==> config.mk <==
export PLATFORM = sky130hd
export DESIGN_NAME = tpit_sequencer
export DESIGN_NICKNAME = d
export VERILOG_FILES = /design/src/rtl/core/tpit_pkg.sv /design/src/rtl/core/tpit_box_match.sv /design/src/rtl/core/tpit_sequencer.sv
export SDC_FILE = /design/constraint.sdc
export NUM_CORES = 1
export LEC_CHECK = 0
export BUFFER_PORTS_ARGS = -buffer_cell sky130_fd_sc_hd__buf_2
export CAP_MARGIN = 40
export CELL_PAD_IN_SITES_DETAIL_PLACEMENT = 2
export CELL_PAD_IN_SITES_GLOBAL_PLACEMENT = 2
export CORE_MARGIN = 10
export CORE_UTILIZATION = 39
export CTS_CLUSTER_DIAMETER = 50
export DETAILED_ROUTE_END_ITERATION = 10
export PLACE_DENSITY_LB_ADDON = 0.08
export SYNTH_ARGS = -nofsm -noshare
export SYNTH_HDL_FRONTEND = slang
export SYNTH_SLANG_ARGS = --single-unit
export TNS_END_PERCENT = 30
==> constraint.sdc <==
create_clock -name clk_i -period 15.95 [get_ports clk_i]
set_clock_uncertainty 0.1 [all_clocks]
set_input_delay 2.3925 -clock clk_i [delete_from_list [all_inputs] [get_ports clk_i]]
set_output_delay 2.3925 -clock clk_i [all_outputs]
set_load 0.005 [all_outputs]
==> src/rtl/core/tpit_pkg.sv <==
// ----------------------------------------------------------------------------
// Tolerant point index table - package
// Sizes, codes and shared types of the point table.
// ----------------------------------------------------------------------------
`default_nettype none

package tpit_pkg;

  localparam int TABLE_DEPTH = 1024;
  localparam int IDX_W       = $clog2(TABLE_DEPTH);
  localparam int CNT_W       = IDX_W + 1;
  localparam int COORD_W     = 32;
  localparam int TOL_W       = 16;
  localparam int OP_W        = 2;
  localparam int STATUS_W    = 3;

  typedef enum logic [OP_W-1:0] {
    OP_INSERT = 2'd0,
    OP_FIND   = 2'd1,
    OP_LOCATE = 2'd2
  } tpit_op_e;

  typedef enum logic [STATUS_W-1:0] {
    STAT_FOUND     = 3'd0,
    STAT_ADDED     = 3'd1,
    STAT_NOT_FOUND = 3'd2,
    STAT_AMBIGUOUS = 3'd3,
    STAT_FULL      = 3'd4,
    STAT_BAD_INDEX = 3'd5
  } tpit_status_e;

  typedef enum logic [4:0] {
    ST_IDLE = 5'b00001,
    ST_SCAN = 5'b00010,
    ST_LOOK = 5'b00100,
    ST_DONE = 5'b01000,
    ST_EMIT = 5'b10000
  } tpit_state_e;

  typedef struct packed {
    logic               we;
    logic [IDX_W-1:0]   waddr;
    logic [COORD_W-1:0] wx;
    logic [COORD_W-1:0] wy;
    logic               re;
    logic [IDX_W-1:0]   raddr;
  } tpit_ram_req_t;

endpackage

`default_nettype wire

==> src/rtl/core/tpit_box_match.sv <==
// ----------------------------------------------------------------------------
// Tolerant point index table - box match
// Strict square tolerance test between a stored point and the query point.
// ----------------------------------------------------------------------------
`default_nettype none

module tpit_box_match (
  input  wire logic signed [tpit_pkg::COORD_W-1:0] entry_x_i,
  input  wire logic signed [tpit_pkg::COORD_W-1:0] entry_y_i,
  input  wire logic signed [tpit_pkg::COORD_W-1:0] query_x_i,
  input  wire logic signed [tpit_pkg::COORD_W-1:0] query_y_i,
  input  wire logic        [tpit_pkg::TOL_W-1:0]   tol_i,
  output logic                                     hit_o
);

  localparam int DIFF_W = tpit_pkg::COORD_W + 1;

  // The difference is taken one bit wider, so it never wraps.
  function automatic logic near(input logic [tpit_pkg::COORD_W-1:0] a,
                                input logic [tpit_pkg::COORD_W-1:0] b,
                                input logic [tpit_pkg::TOL_W-1:0]   t);
    logic signed [DIFF_W-1:0] d;
    logic        [DIFF_W-1:0] mag;
    d   = $signed({a[tpit_pkg::COORD_W-1], a}) - $signed({b[tpit_pkg::COORD_W-1], b});
    mag = d[DIFF_W-1] ? DIFF_W'(-d) : DIFF_W'(d);
    return mag < DIFF_W'(t);
  endfunction

  assign hit_o = near(entry_x_i, query_x_i, tol_i) && near(entry_y_i, query_y_i, tol_i);

endmodule

`default_nettype wire

==> src/rtl/core/tpit_sequencer.sv <==
// ----------------------------------------------------------------------------
// Tolerant point index table - sequencer
// Scans the point memory for each insert or find, reads one entry for a
// locate, appends new points and holds the output register of the result channel.
// ----------------------------------------------------------------------------
`default_nettype none

module tpit_sequencer (
  input  wire logic                                  clk_i,
  input  wire logic                                  rst_ni,
  input  wire logic                                  in_valid_i,
  output logic                                       in_ready_o,
  input  wire logic        [tpit_pkg::OP_W-1:0]      op_i,
  input  wire logic signed [tpit_pkg::COORD_W-1:0]   x_i,
  input  wire logic signed [tpit_pkg::COORD_W-1:0]   y_i,
  input  wire logic        [tpit_pkg::IDX_W-1:0]     idx_i,
  input  wire logic        [tpit_pkg::TOL_W-1:0]     tol_i,
  output tpit_pkg::tpit_ram_req_t                    ram_req_o,
  input  wire logic signed [tpit_pkg::COORD_W-1:0]   ram_x_i,
  input  wire logic signed [tpit_pkg::COORD_W-1:0]   ram_y_i,
  output logic                                       out_valid_o,
  input  wire logic                                  out_ready_i,
  output logic             [tpit_pkg::IDX_W-1:0]     res_index_o,
  output logic signed      [tpit_pkg::COORD_W-1:0]   res_x_o,
  output logic signed      [tpit_pkg::COORD_W-1:0]   res_y_o,
  output logic             [tpit_pkg::STATUS_W-1:0]  status_o
);

  tpit_pkg::tpit_state_e state_q, state_d;

  logic [tpit_pkg::CNT_W-1:0] cnt_q, cnt_d;
  logic [tpit_pkg::CNT_W-1:0] ptr_q, ptr_d;
  logic [tpit_pkg::CNT_W-1:0] tag_q, tag_d;
  logic                       rd_vld_q, rd_vld_d;
  logic [1:0]                 hits_q, hits_d;
  logic [tpit_pkg::IDX_W-1:0] first_q, first_d;

  logic        [tpit_pkg::OP_W-1:0]    op_q, op_d;
  logic signed [tpit_pkg::COORD_W-1:0] qx_q, qx_d, qy_q, qy_d;
  logic        [tpit_pkg::IDX_W-1:0]   idx_q, idx_d;

  logic        [tpit_pkg::IDX_W-1:0]   res_idx_q, res_idx_d;
  logic signed [tpit_pkg::COORD_W-1:0] res_x_q, res_x_d, res_y_q, res_y_d;
  tpit_pkg::tpit_status_e              res_st_q, res_st_d;

  logic                                out_vld_q, out_vld_d;
  logic        [tpit_pkg::IDX_W-1:0]   out_idx_q, out_idx_d;
  logic signed [tpit_pkg::COORD_W-1:0] out_x_q, out_x_d, out_y_q, out_y_d;
  tpit_pkg::tpit_status_e              out_st_q, out_st_d;

  logic hit;

  tpit_box_match u_match (
    .entry_x_i (ram_x_i),
    .entry_y_i (ram_y_i),
    .query_x_i (qx_q),
    .query_y_i (qy_q),
    .tol_i     (tol_i),
    .hit_o     (hit)
  );

  assign in_ready_o = (state_q == tpit_pkg::ST_IDLE);

  // Reads only ever touch entries below the fill count and the single write
  // goes to the entry at the fill count after the scan has drained, so read
  // and write of the same entry never overlap.
  always_comb begin
    state_d   = state_q;
    cnt_d     = cnt_q;
    ptr_d     = ptr_q;
    tag_d     = ptr_q;
    hits_d    = hits_q;
    first_d   = first_q;
    op_d      = op_q;
    qx_d      = qx_q;
    qy_d      = qy_q;
    idx_d     = idx_q;
    res_idx_d = res_idx_q;
    res_x_d   = res_x_q;
    res_y_d   = res_y_q;
    res_st_d  = res_st_q;
    out_vld_d = out_vld_q && !out_ready_i;
    out_idx_d = out_idx_q;
    out_x_d   = out_x_q;
    out_y_d   = out_y_q;
    out_st_d  = out_st_q;

    ram_req_o.we    = 1'b0;
    ram_req_o.waddr = cnt_q[tpit_pkg::IDX_W-1:0];
    ram_req_o.wx    = qx_q;
    ram_req_o.wy    = qy_q;
    ram_req_o.re    = 1'b0;
    ram_req_o.raddr = ptr_q[tpit_pkg::IDX_W-1:0];

    unique case (state_q)
      tpit_pkg::ST_IDLE: begin
        if (in_valid_i) begin
          op_d      = op_i;
          qx_d      = x_i;
          qy_d      = y_i;
          idx_d     = idx_i;
          res_idx_d = '0;
          res_x_d   = '0;
          res_y_d   = '0;
          res_st_d  = tpit_pkg::STAT_BAD_INDEX;
          unique case (op_i)
            tpit_pkg::OP_INSERT, tpit_pkg::OP_FIND: begin
              hits_d  = '0;
              first_d = '0;
              ptr_d   = '0;
              state_d = (cnt_q == '0) ? tpit_pkg::ST_DONE : tpit_pkg::ST_SCAN;
            end
            tpit_pkg::OP_LOCATE: begin
              if ({1'b0, idx_i} < cnt_q) begin
                ram_req_o.re    = 1'b1;
                ram_req_o.raddr = idx_i;
                state_d         = tpit_pkg::ST_LOOK;
              end else begin
                state_d = tpit_pkg::ST_EMIT;
              end
            end
            default: begin
              state_d = tpit_pkg::ST_EMIT;
            end
          endcase
        end
      end

      tpit_pkg::ST_SCAN: begin
        if (ptr_q < cnt_q) begin
          ram_req_o.re = 1'b1;
          ptr_d        = ptr_q + 1'b1;
        end
        if (rd_vld_q && hit) begin
          if (hits_q == 2'd0) begin
            first_d = tag_q[tpit_pkg::IDX_W-1:0];
          end
          if (hits_q != 2'd2) begin
            hits_d = hits_q + 1'b1;
          end
        end
        if (rd_vld_q && (tag_q == cnt_q - 1'b1)) begin
          state_d = tpit_pkg::ST_DONE;
        end
      end

      tpit_pkg::ST_LOOK: begin
        res_idx_d = idx_q;
        res_x_d   = ram_x_i;
        res_y_d   = ram_y_i;
        res_st_d  = tpit_pkg::STAT_FOUND;
        state_d   = tpit_pkg::ST_EMIT;
      end

      tpit_pkg::ST_DONE: begin
        priority if (hits_q == 2'd1) begin
          res_idx_d = first_q;
          res_st_d  = tpit_pkg::STAT_FOUND;
        end else if (hits_q != 2'd0) begin
          res_st_d = tpit_pkg::STAT_AMBIGUOUS;
        end else if (op_q == tpit_pkg::OP_FIND) begin
          res_st_d = tpit_pkg::STAT_NOT_FOUND;
        end else if (cnt_q >= tpit_pkg::CNT_W'(tpit_pkg::TABLE_DEPTH)) begin
          res_st_d = tpit_pkg::STAT_FULL;
        end else begin
          ram_req_o.we = 1'b1;
          res_idx_d    = cnt_q[tpit_pkg::IDX_W-1:0];
          res_st_d     = tpit_pkg::STAT_ADDED;
          cnt_d        = cnt_q + 1'b1;
        end
        state_d = tpit_pkg::ST_EMIT;
      end

      tpit_pkg::ST_EMIT: begin
        if (!out_vld_q || out_ready_i) begin
          out_vld_d = 1'b1;
          out_idx_d = res_idx_q;
          out_x_d   = res_x_q;
          out_y_d   = res_y_q;
          out_st_d  = res_st_q;
          state_d   = tpit_pkg::ST_IDLE;
        end
      end

      default: begin
        state_d = tpit_pkg::ST_IDLE;
      end
    endcase

    rd_vld_d = (state_q == tpit_pkg::ST_SCAN) && ram_req_o.re;
  end

  always_ff @(posedge clk_i or negedge rst_ni) begin
    if (!rst_ni) begin
      state_q   <= tpit_pkg::ST_IDLE;
      cnt_q     <= '0;
      ptr_q     <= '0;
      rd_vld_q  <= 1'b0;
      hits_q    <= '0;
      out_vld_q <= 1'b0;
    end else begin
      state_q   <= state_d;
      cnt_q     <= cnt_d;
      ptr_q     <= ptr_d;
      rd_vld_q  <= rd_vld_d;
      hits_q    <= hits_d;
      out_vld_q <= out_vld_d;
    end
  end

  always_ff @(posedge clk_i) begin
    tag_q     <= tag_d;
    first_q   <= first_d;
    op_q      <= op_d;
    qx_q      <= qx_d;
    qy_q      <= qy_d;
    idx_q     <= idx_d;
    res_idx_q <= res_idx_d;
    res_x_q   <= res_x_d;
    res_y_q   <= res_y_d;
    res_st_q  <= res_st_d;
    out_idx_q <= out_idx_d;
    out_x_q   <= out_x_d;
    out_y_q   <= out_y_d;
    out_st_q  <= out_st_d;
  end

  assign out_valid_o = out_vld_q;
  assign res_index_o = out_idx_q;
  assign res_x_o     = out_x_q;
  assign res_y_o     = out_y_q;
  assign status_o    = out_st_q;

endmodule

`default_nettype wire

==> PnR_summary.wiki <==
{| class="wikitable"
! Metric !! Value
|-
| Post-synthesis average cell area || 10.0 um^2
|-
| Count of synthesis-stage warnings from yosys || 0
|-
| Total negative slack || 0 ns
|-
| Post-CTS Setup Inserts || 0
|-
| Number of DRC violations after detailed-routing iteration 0 || 766
|-
| Chip width || 235 um
|-
| Fin crit period || 8.46 ns
|-
| Number of global-route vias before repair || 17.5k
|-
| Largest vdd supply drop || 0.0868 mV
|-
| Total core area || 45500 um^2
|-
| Clock Sinks || 282
|-
| Leakage power of the design || 9.00 nW
|-
| Gate Count Post-Synth || 1790
|-
| Wire length of the first global-routing pass || 105 mm
|-
| GR Overflow Total || 0
|-
| Sequential cell area fraction in the yosys report || 45.7%
|-
| Count of hold buffers inserted by post-cts repair || 0
|-
| Die Span Y || 235 um
|-
| Type of the worst setup path || in2reg
|-
| Fraction of the mapped netlist area in adder cells || 8.72%
|-
| Number of standard cells in the final layout excluding fillers || 2720
|-
| Synthesized flop and latch total || 282
|-
| Slew headroom || 37.3%
|-
| Clock latency at the later pin of the worst-skew pair || 0.57 ns
|-
| TritonCTS clock tree || yes
|-
| Number of fill cells in the layout || 4846
|-
| Share of synthesized area spent on multiplexers || 2.08%
|-
| Unique cell type count in the Yosys netlist || 91
|-
| Number of gates resized after CTS || 0
|-
| Predominant post-synthesis flop cell || sky130_fd_sc_hd__edfxtp_1
|-
| Detailed Route WL || 68.1 mm
|-
| Pin count of the biggest net entering global routing || 69
|-
| R2r endpoint || first_q[5]
|-
| DRT antenna net count || 0
|-
| Total of buffers placed on input and output ports || 324
|-
| H-tree Lvls || 2
|-
| Worst-margin pin slew || 0.934 ns
|-
| Area of the die || 55000 um^2
|-
| Reg-to-reg setup timing slack || 8.98 ns
|-
| Number of top-level pins || 325
|-
| Number of nets at the end of the flow || 2370
|-
| Antenna violations before repair || 3
|-
| Launch point of the worst hold path || res_x_q[8]
|-
| Number of endpoints failing setup at the final stage || 0
|-
| DPL Wire Length || 53.1 mm
|-
| Fmax || 118 MHz
|-
| Clock buffer depth || 3
|-
| Post-synthesis to final-layout area growth || 19.4%
|-
| Simple logic cell fraction of the synthesized area || 18.5%
|-
| Global router's overall resource usage || 23.7%
|-
| Endpoint kind of the worst setup timing path || flip-flop
|-
| DRC violations left || 0
|-
| Fraction of layout instances using a drive strength above 1 || 21.4%
|-
| Async set-or-reset flop fraction in the synthesized netlist || 11.0%
|-
| Starting utilization of the core area || 39.5%
|-
| Worst-case reg-to-reg path depth || 24
|-
| Pwr per Cell Area || 90.0 nW/um^2
|-
| Worst endpoint data arrival time || 8.57 ns
|-
| DR vias/cell || 5.77
|-
| Number of enable flip-flop cells after synthesis || 240
|-
| Root cell of the clock tree || sky130_fd_sc_hd__clkbuf_16
|-
| Tcrit/Tclk final || 53.0%
|-
| Routability cong. || 0.841
|-
| Critical path data required time || 16.06 ns
|-
| XOR/XNOR Fraction of Synth Area || 4.00%
|-
| Initial DRT Pass Iterations || 5
|-
| Multi-input gate area || 8970 um^2
|-
| Max-slew violations || 0
|-
| Syn_nets || 2074
|-
| Avg WL per Cell || 25.1 um
|-
| End point of the most critical hold path || res_x_o[8]
|-
| Result of the run || complete, no violations
|-
| Complex-gate fraction of the synthesized area || 16.5%
|-
| Post-synth design cell area || 18000 um^2
|-
| Reg clk slew, reported paths || 0.06 ns
|-
| Vias post-DR || 15.7k
|-
| Row Count || 78
|-
| Launch point of the worst reg-to-reg path || qx_q[8]
|-
| Unrepaired setup endpoints after global routing || no
|-
| Cts bufs inserted || 40
|-
| Dpl cells || 2644
|-
| Max-cap violations || 0
|-
| Type of element launching the critical path || input port
|-
| WHS Path Cells || 0
|-
| Path class of the lowest-slack min-delay path || reg2reg
|-
| Final hold viol count || 0
|-
| Sequential cell area || 8210 um^2
|-
| Combinational family with the most area after synthesis || simple AND/OR/NAND/NOR gates
|-
| Maximum fanout count along the critical path || 16
|}
-- cell usage after synthesis, drive strengths merged (13+ instances only) --
cell type | count | share of area, %
a211oi | 23 | 0.96
a21o | 48 | 2.0
a21oi | 100 | 2.8
and2 | 37 | 1.3
and3 | 76 | 2.6
buf | 16 | 0.72
clkbuf | 65 | 1.4
dfrtp | 30 | 4.2
edfxtp | 240 | 40
ha | 122 | 8.5
inv | 117 | 2.4
mux2 | 15 | 0.96
mux2i | 20 | 1.1
nand2 | 145 | 3.0
nand2b | 25 | 0.87
nand3 | 45 | 1.3
nand4 | 34 | 1.2
nor2 | 99 | 2.1
nor3 | 50 | 1.4
nor4 | 22 | 0.87
o211ai | 23 | 0.96
o21a | 19 | 0.79
o21ai | 103 | 2.9
o31ai | 13 | 0.54
or3 | 28 | 0.99
xnor2 | 58 | 2.8
xor2 | 24 | 1.2
-- worst max-delay path, stage by stage --
cell and delay [ns]:
sky130_fd_sc_hd__buf_2 0.11, sky130_fd_sc_hd__ha_1 0.43, sky130_fd_sc_hd__and2_1 0.43, sky130_fd_sc_hd__nand4_1 0.22
sky130_fd_sc_hd__a21o_1 0.24, sky130_fd_sc_hd__a2111oi_2 0.72, sky130_fd_sc_hd__o21ai_1 0.17, sky130_fd_sc_hd__nand2_1 0.51
sky130_fd_sc_hd__nor2_1 0.11, sky130_fd_sc_hd__a21oi_1 0.15, sky130_fd_sc_hd__ha_1 0.26, sky130_fd_sc_hd__a21boi_0 0.12
sky130_fd_sc_hd__o21a_1 0.18, sky130_fd_sc_hd__o21ai_0 0.15, sky130_fd_sc_hd__nand3b_1 0.10, sky130_fd_sc_hd__a41oi_1 0.23
sky130_fd_sc_hd__a211oi_1 0.07, sky130_fd_sc_hd__a2111oi_0 0.37, sky130_fd_sc_hd__nor4bb_1 0.32, sky130_fd_sc_hd__nand4_1 0.14
sky130_fd_sc_hd__nor3_1 0.18, sky130_fd_sc_hd__nand4_1 0.26, sky130_fd_sc_hd__nor3_1 0.24, sky130_fd_sc_hd__a21o_1 0.43
-- state kept, by name, indices dropped and copies added (netlist names), 3 cells and up --
signal and flops:
tag_q 11, idx_q 10, qx_q 32, res_st_q 3, res_y_o 32, ptr_q 11, res_y_q 32, first_q 10
res_x_q 32, qy_q 32, res_x_o 32, res_index_o 10, status_o 3, res_idx_q 10, state_q 5, cnt_q 11
-- cell usage in the layout (no fill, tap or decap), types with 9 or more instances in the layout --
master	instances
sky130_fd_sc_hd__o21ai_0	100
sky130_fd_sc_hd__or2_2	10
sky130_fd_sc_hd__clkbuf_16	41
sky130_fd_sc_hd__and2_1	35
sky130_fd_sc_hd__nor3_1	50
sky130_fd_sc_hd__o31ai_1	13
sky130_fd_sc_hd__a211oi_1	23
sky130_fd_sc_hd__o21a_1	19
sky130_fd_sc_hd__nand4_1	34
sky130_fd_sc_hd__nand2b_1	24
sky130_fd_sc_hd__xor2_1	24
sky130_fd_sc_hd__or4_1	10
sky130_fd_sc_hd__or3_1	26
sky130_fd_sc_hd__a21boi_0	9
sky130_fd_sc_hd__a31oi_1	12
sky130_fd_sc_hd__mux2_2	13
sky130_fd_sc_hd__inv_1	116
sky130_fd_sc_hd__and4_1	12
sky130_fd_sc_hd__a21oi_1	99
sky130_fd_sc_hd__nor2_1	98
sky130_fd_sc_hd__nand2_1	144
sky130_fd_sc_hd__o211a_1	11
sky130_fd_sc_hd__and3_1	76
sky130_fd_sc_hd__nor4_1	18
sky130_fd_sc_hd__a21o_1	47
sky130_fd_sc_hd__mux2i_1	20
sky130_fd_sc_hd__dfrtp_1	29
sky130_fd_sc_hd__ha_1	122
sky130_fd_sc_hd__o211ai_1	23
sky130_fd_sc_hd__buf_2	324
sky130_fd_sc_hd__nand3_1	45
sky130_fd_sc_hd__edfxtp_1	240
sky130_fd_sc_hd__xnor2_1	58
sky130_fd_sc_hd__dfxtp_1	11
-- routing by layer --
| metal | track usage [%] | part of all wire, % | wire length [um] |
|---|---|---|---|
| met5 | 0 | 0.019 | 13 |
| met4 | 5.36 | 1.7 | 1160 |
| met3 | 3.31 | 3.1 | 2130 |
| met2 | 44.0 | 53 | 36300 |
| met1 | 28.2 | 42 | 28600 |
-- how the worst max path moves through the flow --
| stage | start | to | slack [ns] |
|---|---|---|---|
| 3_3_place_gp | ram_x_i[0] | first_q[1] | 7.44 |
| 4_1_cts | ram_x_i[8] | first_q[5] | 7.48 |
| 2_1_floorplan | ram_y_i[19] | first_q[0] | 8.30 |
| 3_5_place_dp | ram_x_i[8] | first_q[2] | 6.92 |
| 5_1_grt | ram_x_i[8] | first_q[5] | 6.99 |
| 6_report | ram_x_i[8] | first_q[5] | 7.49 |
-- area by class of cell --
cell class,instances,area share [%]
Multi-Input combinational cell,1310,41.8
Inverter,117,2.05
Sequential cell,282,38.3
Tap cell,600,3.50
Clock buffer,47,4.94
Clock inverter,25,1.24
Timing Repair Buffer,335,8.13
Antenna cell,4,0.0467
-- cell families (layout without fill, tap and decap cells) --
family,count (synthesis),after routing
AND/OR/NAND/NOR,628,628
AO/OA/AOI/OAI,441,441
flip-flops,282,282
buffers and inverters,198,524
adder cells (fa/ha/maj),124,124
XOR/XNOR,82,82
multiplexers,35,35
other,0,4
-- report_power, final --
group	switching [mW]	internal (mW)	leakage (nW)	total, mW
logic	0.152	0.0904	5.67	0.243
registers	0.0000000000000000114	0.793	2.69	0.793
clock network	0.360	0.533	0.642	0.893
total	0.513	1.42	9.00	1.93
-- stage by stage --
step	hold WS [ns]	utilization (%)	cell area [um^2]	total power, mW	worst slack [ns]
after floorplan	0.284	-	18000	0.960	8.30
after global placement	0.301	44.1	20000	1.03	7.44
after detailed placement	0.306	44.2	20100	1.05	6.92
after CTS	0.319	47.1	21400	1.95	7.48
after global routing	0.323	47.1	21400	2.00	6.99
final	0.317	47.1	21400	1.93	7.49
Power figures use the tool's default switching activity.
